==> src/hdl/lzt_pkg.sv <==
// ----------------------------------------------------------------------------
// lzt_pkg: shared types and constants of the layer z-order table
// Operation codes, result kinds, state encoding and controller commands.
// ----------------------------------------------------------------------------
package lzt_pkg;

    localparam int MAX_LAYERS = 256;
    localparam int SW = $clog2(MAX_LAYERS);   // slot index width
    localparam int LW = SW + 1;               // signed level width

    typedef enum logic [2:0] {
        OP_ALLOC   = 3'd0,
        OP_SETSIZE = 3'd1,
        OP_HEIGHT  = 3'd2,
        OP_SLIDE   = 3'd3,
        OP_REFRESH = 3'd4,
        OP_FREE    = 3'd5
    } t_op;

    typedef enum logic [1:0] {
        K_DONE  = 2'd0,
        K_RECT  = 2'd1,
        K_ALLOC = 2'd2,
        K_FULL  = 2'd3
    } t_kind;

    typedef enum logic [3:0] {
        S_IDLE,
        S_READ,      // slot record read issued
        S_DECIDE,    // record available, choose action
        S_SEARCH,    // allocation scan, one slot per cycle
        S_SHIFT_RD,  // read one order entry
        S_SHIFT_WR,  // move entry and renumber its slot
        S_PLACE,     // put the slot at its new level
        S_EMIT1,
        S_EMIT2
    } t_state;

    // Controller to datapath.
    typedef struct packed {
        logic load;        // capture input word
        logic rd_slot;     // read slot record
        logic scan_start;
        logic scan_step;
        logic calc_level;  // clamp height, set up shift
        logic hide;        // force target level -1 (free)
        logic shift_rd;
        logic shift_wr;
        logic place;
        logic store;       // write size/key/origin/used for the op
        logic emit1;
        logic emit2;
    } t_cmd;

    // Datapath to controller.
    typedef struct packed {
        t_op  op;
        logic valid_slot;   // addressed slot in use
        logic shown;        // old level >= 0
        logic scan_hit;
        logic scan_end;
        logic changed;      // level differs
        logic shift_more;   // more entries to move
        logic to_hidden;    // shift ends in hiding (no place)
    } t_stat;

endpackage

==> src/hdl/lzt_ctrl.sv <==
// ----------------------------------------------------------------------------
// lzt_ctrl: operation sequencer
// Steps each operation through read, search or shift, and result words.
// ----------------------------------------------------------------------------
module lzt_ctrl (
    input  logic           i_clk,
    input  logic           i_rst_n,
    input  logic           start,
    output logic           busy,
    input  lzt_pkg::t_stat i_stat,
    output lzt_pkg::t_cmd  o_cmd
);
    import lzt_pkg::*;

    t_state r_state, n_state;

    always_ff @(posedge i_clk) begin
        if (!i_rst_n) begin
            r_state <= S_IDLE;
        end else begin
            r_state <= n_state;
        end
    end

    always_comb begin
        n_state = r_state;
        case (r_state)
            S_IDLE:   if (start) n_state = S_READ;
            S_READ:   n_state = S_DECIDE;
            S_DECIDE: begin
                if (i_stat.op == OP_ALLOC) begin
                    n_state = S_SEARCH;
                end else if (!i_stat.valid_slot) begin
                    n_state = S_EMIT1;
                end else if ((i_stat.op == OP_HEIGHT)
                             || (i_stat.op == OP_FREE && i_stat.shown)) begin
                    n_state = S_SHIFT_RD;
                end else begin
                    n_state = S_EMIT1;
                end
            end
            S_SEARCH: if (i_stat.scan_hit || i_stat.scan_end) n_state = S_EMIT1;
            S_SHIFT_RD: begin
                if (i_stat.shift_more) n_state = S_SHIFT_WR;
                else if (i_stat.changed && !i_stat.to_hidden) n_state = S_PLACE;
                else n_state = S_EMIT1;
            end
            S_SHIFT_WR: n_state = S_SHIFT_RD;
            S_PLACE:    n_state = S_EMIT1;
            S_EMIT1: begin
                if (i_stat.op == OP_SLIDE && i_stat.valid_slot && i_stat.shown)
                    n_state = S_EMIT2;
                else
                    n_state = S_IDLE;
            end
            S_EMIT2: n_state = S_IDLE;
            default: n_state = S_IDLE;
        endcase
    end

    always_comb begin
        o_cmd = '0;
        busy  = (r_state != S_IDLE);
        case (r_state)
            S_IDLE:   o_cmd.load = start;
            S_READ:   o_cmd.rd_slot = 1'b1;
            S_DECIDE: begin
                o_cmd.scan_start = (i_stat.op == OP_ALLOC);
                o_cmd.calc_level = 1'b1;
                o_cmd.hide       = (i_stat.op == OP_FREE);
            end
            S_SEARCH:   o_cmd.scan_step = 1'b1;
            S_SHIFT_RD: o_cmd.shift_rd = 1'b1;
            S_SHIFT_WR: o_cmd.shift_wr = 1'b1;
            S_PLACE:    o_cmd.place = 1'b1;
            S_EMIT1: begin
                o_cmd.emit1 = 1'b1;
                o_cmd.store = 1'b1;
            end
            S_EMIT2: o_cmd.emit2 = 1'b1;
            default: o_cmd = '0;
        endcase
    end

endmodule

==> config.mk <==
export PLATFORM = sky130hd
export DESIGN_NAME = lzt_ctrl
export DESIGN_NICKNAME = d
export VERILOG_FILES = /design/src/hdl/lzt_pkg.sv /design/src/hdl/lzt_ctrl.sv
export SDC_FILE = /design/constraint.sdc
export NUM_CORES = 1
export LEC_CHECK = 0
export BUFFER_PORTS_ARGS = -buffer_cell sky130_fd_sc_hd__buf_4
export CAP_MARGIN = 20
export CORE_AREA = 2 2 39 41
export DETAILED_ROUTE_END_ITERATION = 16
export DIE_AREA = 0 0 41 43
export SLEW_MARGIN = 0
export SYNTH_ARGS = -nofsm -noshare
export SYNTH_HDL_FRONTEND = slang
export SYNTH_SLANG_ARGS = --single-unit
==> constraint.sdc <==
create_clock -name i_clk -period 1 [get_ports i_clk]
set_input_delay 0.25 -clock i_clk [delete_from_list [all_inputs] [get_ports i_clk]]
set_output_delay 0.25 -clock i_clk [all_outputs]
set_load 0.01 [all_outputs]
==> impl_metrics.json, run 1 <==
{
  "seq_area_frac_synth_pct": 21.8,
  "switchingPower_uw": 930,
  "p_leak_uw": 0.000435,
  "h-tree-depth": 1,
  "crit_slowest_cell": "dfxtp_2",
  "final_util_pct": 69.8,
  "pin_count": 26,
  "die_x_um": 41,
  "core_area_um2": 1380,
  "fmax_ghz": 0.690,
  "synth_area_leader_cell": "dfxtp_1",
  "synth.cell_area_um2": 368,
  "hold_buffers": 0,
  "end_kind": "primary output",
  "dieArea_um2": 1760,
  "peakVddDrop_mv": 1.12,
  "nNetsFinal": 108,
  "dp_cells": 95,
  "largest_register_ffs": 4,
  "fin_crit_ps": 1450,
  "antenna_found_initial": 0,
  "holdPathStages": 3,
  "synth_most_common_cell": "nor2_1",
  "ys_ff_latch": 4,
  "vias": 551,
  "grt_max_degree": 9,
  "cts_root_buffer": "clkbuf_4",
  "hold_start": "i_stat[6]",
  "crit_buf_inv": 1,
  "setup_ws_ps": -449,
  "arrival_ps": 1200,
  "drive_above_1_share_pct": 82.8,
  "dr.first_iter.drc_count": 4,
  "dpl_cell_area_um2": 633,
  "max_stage_delay_ps": 310,
  "status": "finished, violations left",
  "pwr_density_cell_nw_per_um2": 2420,
  "synthCells": 47,
  "dpl.hpwl_um": 913,
  "design_area_um2": 966,
  "p_sw_share_pct": 39.8,
  "synth_warnings": 0,
  "path_clk_slew_ps": 40,
  "p_comb_share_pct": 75.8,
  "synthArstFlopShare_pct": 0,
  "gp_congestion": 0.782,
  "violations": "negative setup slack",
  "worstPathCellList": "nand2b_4 -> nor3_4 -> and4b_1 -> buf_4",
  "synthFlopType": "dfxtp_1",
  "yosys.cell_types.count": 26,
  "synth_top_area_share_pct": 21.8,
  "dieHeight_um": 43,
  "ff2ff_setup_slack_ps": -260,
  "synthTopCellsByCount": "nor2_1 (7), nand2_1 (5), dfxtp_1 (4), nor3_1 (4), nand2b_1 (3)",
  "r2r_end": "r_state[0]",
  "regMostFlops": "r_state",
  "skew_ps": 2.14,
  "synth_edf_count": 0,
  "cts_tree": "yes",
  "cts_buffers": 3,
  "stdcell_count": 109,
  "rsz0062_at_grt": "yes",
  "cp_max_fo": 4,
  "syn_nets": 60,
  "tns_ps": -5420,
  "grt_pass1_vias": 519,
  "totalWireLength_mm": 1.56,
  "area_delta_synth_final_pct": 163,
  "maxSlewHeadroom_pct": 78.0,
  "hp-class": "in2reg",
  "slew_violations": 0,
  "wire_per_inst_um": 14.3,
  "rr_worst_depth": 5,
  "p_int_uw": 1410,
  "path_delay_family": "simple AND/OR/NAND/NOR gates",
  "fin_crit_sh_pct": 145,
  "worst_pin_slew_ps": 327,
  "reg_top3": "r_state x4",
  "track_usage_pct": 17.7,
  "via_per_inst": 5.06,
  "first_pass_iters": 3,
  "clk_path_buf_depth": 2,
  "hold_viol": 0,
  "setup_viol": 17,
  "io_buffers": 25,
  "synth_area_per_cell_um2": 7.83,
  "antenna_left": 0,
  "critPathKind": "reg2out",
  "startpoint": "r_state[3]",
  "diodes": 0,
  "clock_latency_ps": 230,
  "synthTopCellsByArea": "dfxtp_1 (22%), nor2_1 (7.1%), and4b_1 (5.4%)",
  "num_rows": 14,
  "holdPathEnd": "r_state[3]",
  "r2r-start": "r_state[1]",
  "clkPwrFrac_pct": 8.1,
  "start_util_pct": 26.6,
  "cts.sinks": 4,
  "grt_pass1_wl_mm": 2.16,
  "cap_viol_max_count": 0,
  "drc": 0,
  "required_ps": 750,
  "worst_hold_slack_ps": 315,
  "cp.depth": 4,
  "grt_remaining_overflow": 0,
  "seqPwrFrac_pct": 16.1,
  "worstSetupStartpointType": "register"
}
## worst register-to-register path, stage by stage, from the launching register on
cell and delay [ps]:
dfxtp_4 350, buf_6 120, buf_6 110, nor4b_4 260, o21ai_1 110, a32o_1 200
## routing by layer
metal / routed length (µm) / global-route usage [%] / share of wire (%)
met1: 649 / 20.6 / 42
met2: 839 / 31.9 / 54
met3: 66 / 2.09 / 4.2
met4: 0 / 4.00 / 0
met5: 0 / 0 / 0
## metrics by stage
stage          setup WS (ps)  total power, µW
6_report                -449             2340
2_1_floorplan           -213              809
5_1_grt                 -511             2480
4_1_cts                 -444             2060
3_5_place_dp            -275             1220
3_3_place_gp            -245             1210
## kinds of logic (layout without fill, tap and decap cells)
group / Yosys count / after routing / share of synthesized area (%)
and+or+nand+nor: 30 / 30 / 50.0
AOI/OAI and AO/OA: 9 / 9 / 20.8
DFF: 4 / 4 / 21.8
buffers and inverters: 4 / 50 / 7.48
## worst max path at each step
stage / slack, ps / endpoint
floorplan: -210 / o_cmd[6]
global placement: -240 / o_cmd[6]
detailed placement: -270 / o_cmd[6]
CTS: -440 / o_cmd[6]
global route: -510 / o_cmd[6]
finish: -450 / o_cmd[6]
## placed cells by master (no fill, tap or decap), drive strengths merged
cell type	netlist	layout
a32o	1	1
dfxtp	4	4
buf	3	46
a211oi	1	1
and3	2	2
nand2b	4	4
clkbuf	0	3
and2	1	1
inv	1	1
nor2	7	7
nor3b	1	1
a221oi	1	1
a21o	1	1
nand4b	1	1
nor3	5	5
nor4	1	1
nor4b	1	1
a21boi	1	1
a22oi	1	1
nand2	5	5
o21ai	2	2
o22ai	1	1
and4b	2	2
## power by group through the flow
| stage | clock network [µW] | logic [µW] | registers, µW |
|---|---|---|---|
| 3_5_place_dp | 0 | 901 | 321 |
| 3_3_place_gp | 0 | 889 | 316 |
| 2_1_floorplan | 0 | 559 | 250 |
| 5_1_grt | 216 | 1880 | 385 |
| 6_report | 189 | 1770 | 376 |
| 4_1_cts | 201 | 1500 | 364 |
## final cells by class
cell class / instances / area, µm²
clock buffer: 3 / 22.5
fill: 101 / 418
inverter: 1 / 6.26
multi-input combinational: 39 / 408
sequential: 4 / 92.6
tap: 16 / 20.0
timing repair buffer: 46 / 417
## repair_timing
action                                  in CTS  in global routing
pin swaps                                   10                  8
buffers inserted                             9                  4
endpoints found under the hold margin        0                  0
gates resized for setup                     42                 16
endpoints found under the setup margin      17                 17
(Power assumes the default switching activity.)
==> run 2, diff against run 1 <==
Settings changed: SLEW_MARGIN 0 to 20.
Clock period 1 ns to 1.2 ns, I/O delays scaled along.
==> impl_metrics.json, run 2 (synthesis gave the netlist of run 1 again) <==
{
  "clk_path_buf_depth": 2,
  "p_leak_uw": 0.000400,
  "dr.first_iter.drc_count": 4,
  "fin_crit_sh_pct": 121,
  "multi_input_area_um2": 363,
  "dieArea_um2": 1760,
  "vias": 508,
  "reg_top3": "r_state x4",
  "skew_ps": 6.92,
  "track_usage_pct": 17.6,
  "worstSetupStartpointType": "register",
  "final_util_pct": 64.1,
  "gp_congestion": 0.738,
  "first_pass_iters": 4,
  "maxSlewHeadroom_pct": 82.5,
  "p_comb_share_pct": 74.4,
  "crit_slowest_cell": "dfxtp_2",
  "path_delay_family": "simple AND/OR/NAND/NOR gates",
  "worstPathCellList": "nand2b_4 -> nor3_4 -> and4b_1 -> buf_4",
  "nNetsFinal": 106,
  "fillCellCount": 104,
  "antenna_found_initial": 0,
  "antenna_left": 0,
  "diodes": 0,
  "totalWireLength_mm": 1.36,
  "power.total_uw": 1800,
  "h-tree-depth": 1,
  "p_sw_share_pct": 39.4,
  "p_int_uw": 1090,
  "status": "finished, violations left",
  "use_met3_pct": 3.66,
  "required_ps": 900,
  "largest_register_ffs": 4,
  "clkPwrFrac_pct": 9.8,
  "setup_ws_ps": -250,
  "cts.sinks": 4,
  "pin_count": 26,
  "peakVddDrop_mv": 0.800,
  "cts_root_buffer": "clkbuf_4",
  "grt_remaining_overflow": 0,
  "critPathKind": "reg2out",
  "max_stage_delay_ps": 300,
  "grt_max_degree": 7,
  "hp-class": "in2reg",
  "path_clk_slew_ps": 30,
  "worst_pin_slew_ps": 260,
  "end_kind": "primary output",
  "drive_above_1_share_pct": 79.1,
  "fmax_ghz": 0.690,
  "cap_viol_max_count": 0,
  "dpl.hpwl_um": 819,
  "seqPwrFrac_pct": 15.8,
  "io_buffers": 25,
  "num_rows": 14,
  "cts_buffers": 3,
  "drc": 0,
  "rsz0062_at_grt": "yes",
  "die_x_um": 41,
  "dieHeight_um": 43,
  "switchingPower_uw": 709,
  "grt_use_met1_pct": 19.9,
  "start_util_pct": 26.6,
  "hold_viol": 0,
  "met2_usage_pct": 27.5,
  "grt_pass1_vias": 511,
  "violations": "negative setup slack",
  "pwr_density_cell_nw_per_um2": 2030,
  "final_cell_mix": "buf_4 (30), buf_6 (14), nor2_4 (4)",
  "regMostFlops": "r_state",
  "wire_per_inst_um": 12.7,
  "via_per_inst": 4.75,
  "seq_area_um2": 92.6,
  "grt_pass1_wl_mm": 2.08,
  "final_common_cell": "buf_4",
  "arrival_ps": 1150,
  "fin_crit_ps": 1450,
  "area_delta_synth_final_pct": 141,
  "top_usage_layer": "met2",
  "slew_violations": 0,
  "setup_viol": 13,
  "crit_buf_inv": 1,
  "clock_latency_ps": 250,
  "cp_max_fo": 3,
  "core_area_um2": 1380,
  "cts_tree": "yes"
}
-- run 2: layer usage --
layer  vias up  wire length, µm
li1        263                -
met1       224              570
met2        19              711
met3         2               60
met4         0               21
met5         -                0
-- run 2: worst register-to-register path, delay by kind of cell (launching register included) --
family          cells  cell delay [ps]
flops               1              380
buf+inv             3              350
simple gates        1               40
compound gates      2              340
-- run 2: power by group through the flow --
stage	sequential, µW	clock [µW]	combinational [µW]
after global routing	289	195	1430
after global placement	253	0	735
after detailed placement	256	0	732
after floorplan	209	0	466
after CTS	268	182	1050
final	284	176	1340
-- run 2: repair_timing --
action | CTS | global route
gates resized for setup | 26 | 20
setup buffers | 8 | 4
cloned | 1 | 0
pin swaps | 4 | 7
setup endpoints to repair | 14 | 14
hold buffers | 0 | 0
-- run 2: layout make-up --
class / instances / area share [%]
Clock buffer: 3 / 2.54
Inverter: 1 / 0.705
Multi-Input combinational cell: 39 / 40.9
Sequential cell: 4 / 10.4
Tap cell: 16 / 2.26
Timing Repair Buffer: 44 / 43.2
-- run 2: path summary, 6_finish.rpt --
| check | slack, ps | startpoint | cells after the start | to |
|---|---|---|---|---|
| setup / recovery | -250 | r_state[3] | 4 | o_cmd[6] |
| hold / removal | 310 | i_stat[6] | 3 | r_state[3] |
| setup reg to reg | 10 | r_state[2] | 6 | r_state[0] |
| hold reg to reg | 610 | r_state[2] | 2 | r_state[1] |
-- run 2: stage by stage --
step | setup WS (ps) | std cells | setup TNS (ps) | hold slack (ps) | area (µm²)
after floorplan | -62.7 | 47 | -115 | 419 | 374
after global placement | -85.6 | 93 | -239 | 563 | 618
after detailed placement | -91.8 | 93 | -354 | 568 | 618
after CTS | -266 | 104 | -2730 | 307 | 783
after global routing | -326 | 107 | -3170 | 317 | 887
final | -250 | 107 | -2500 | 312 | 887
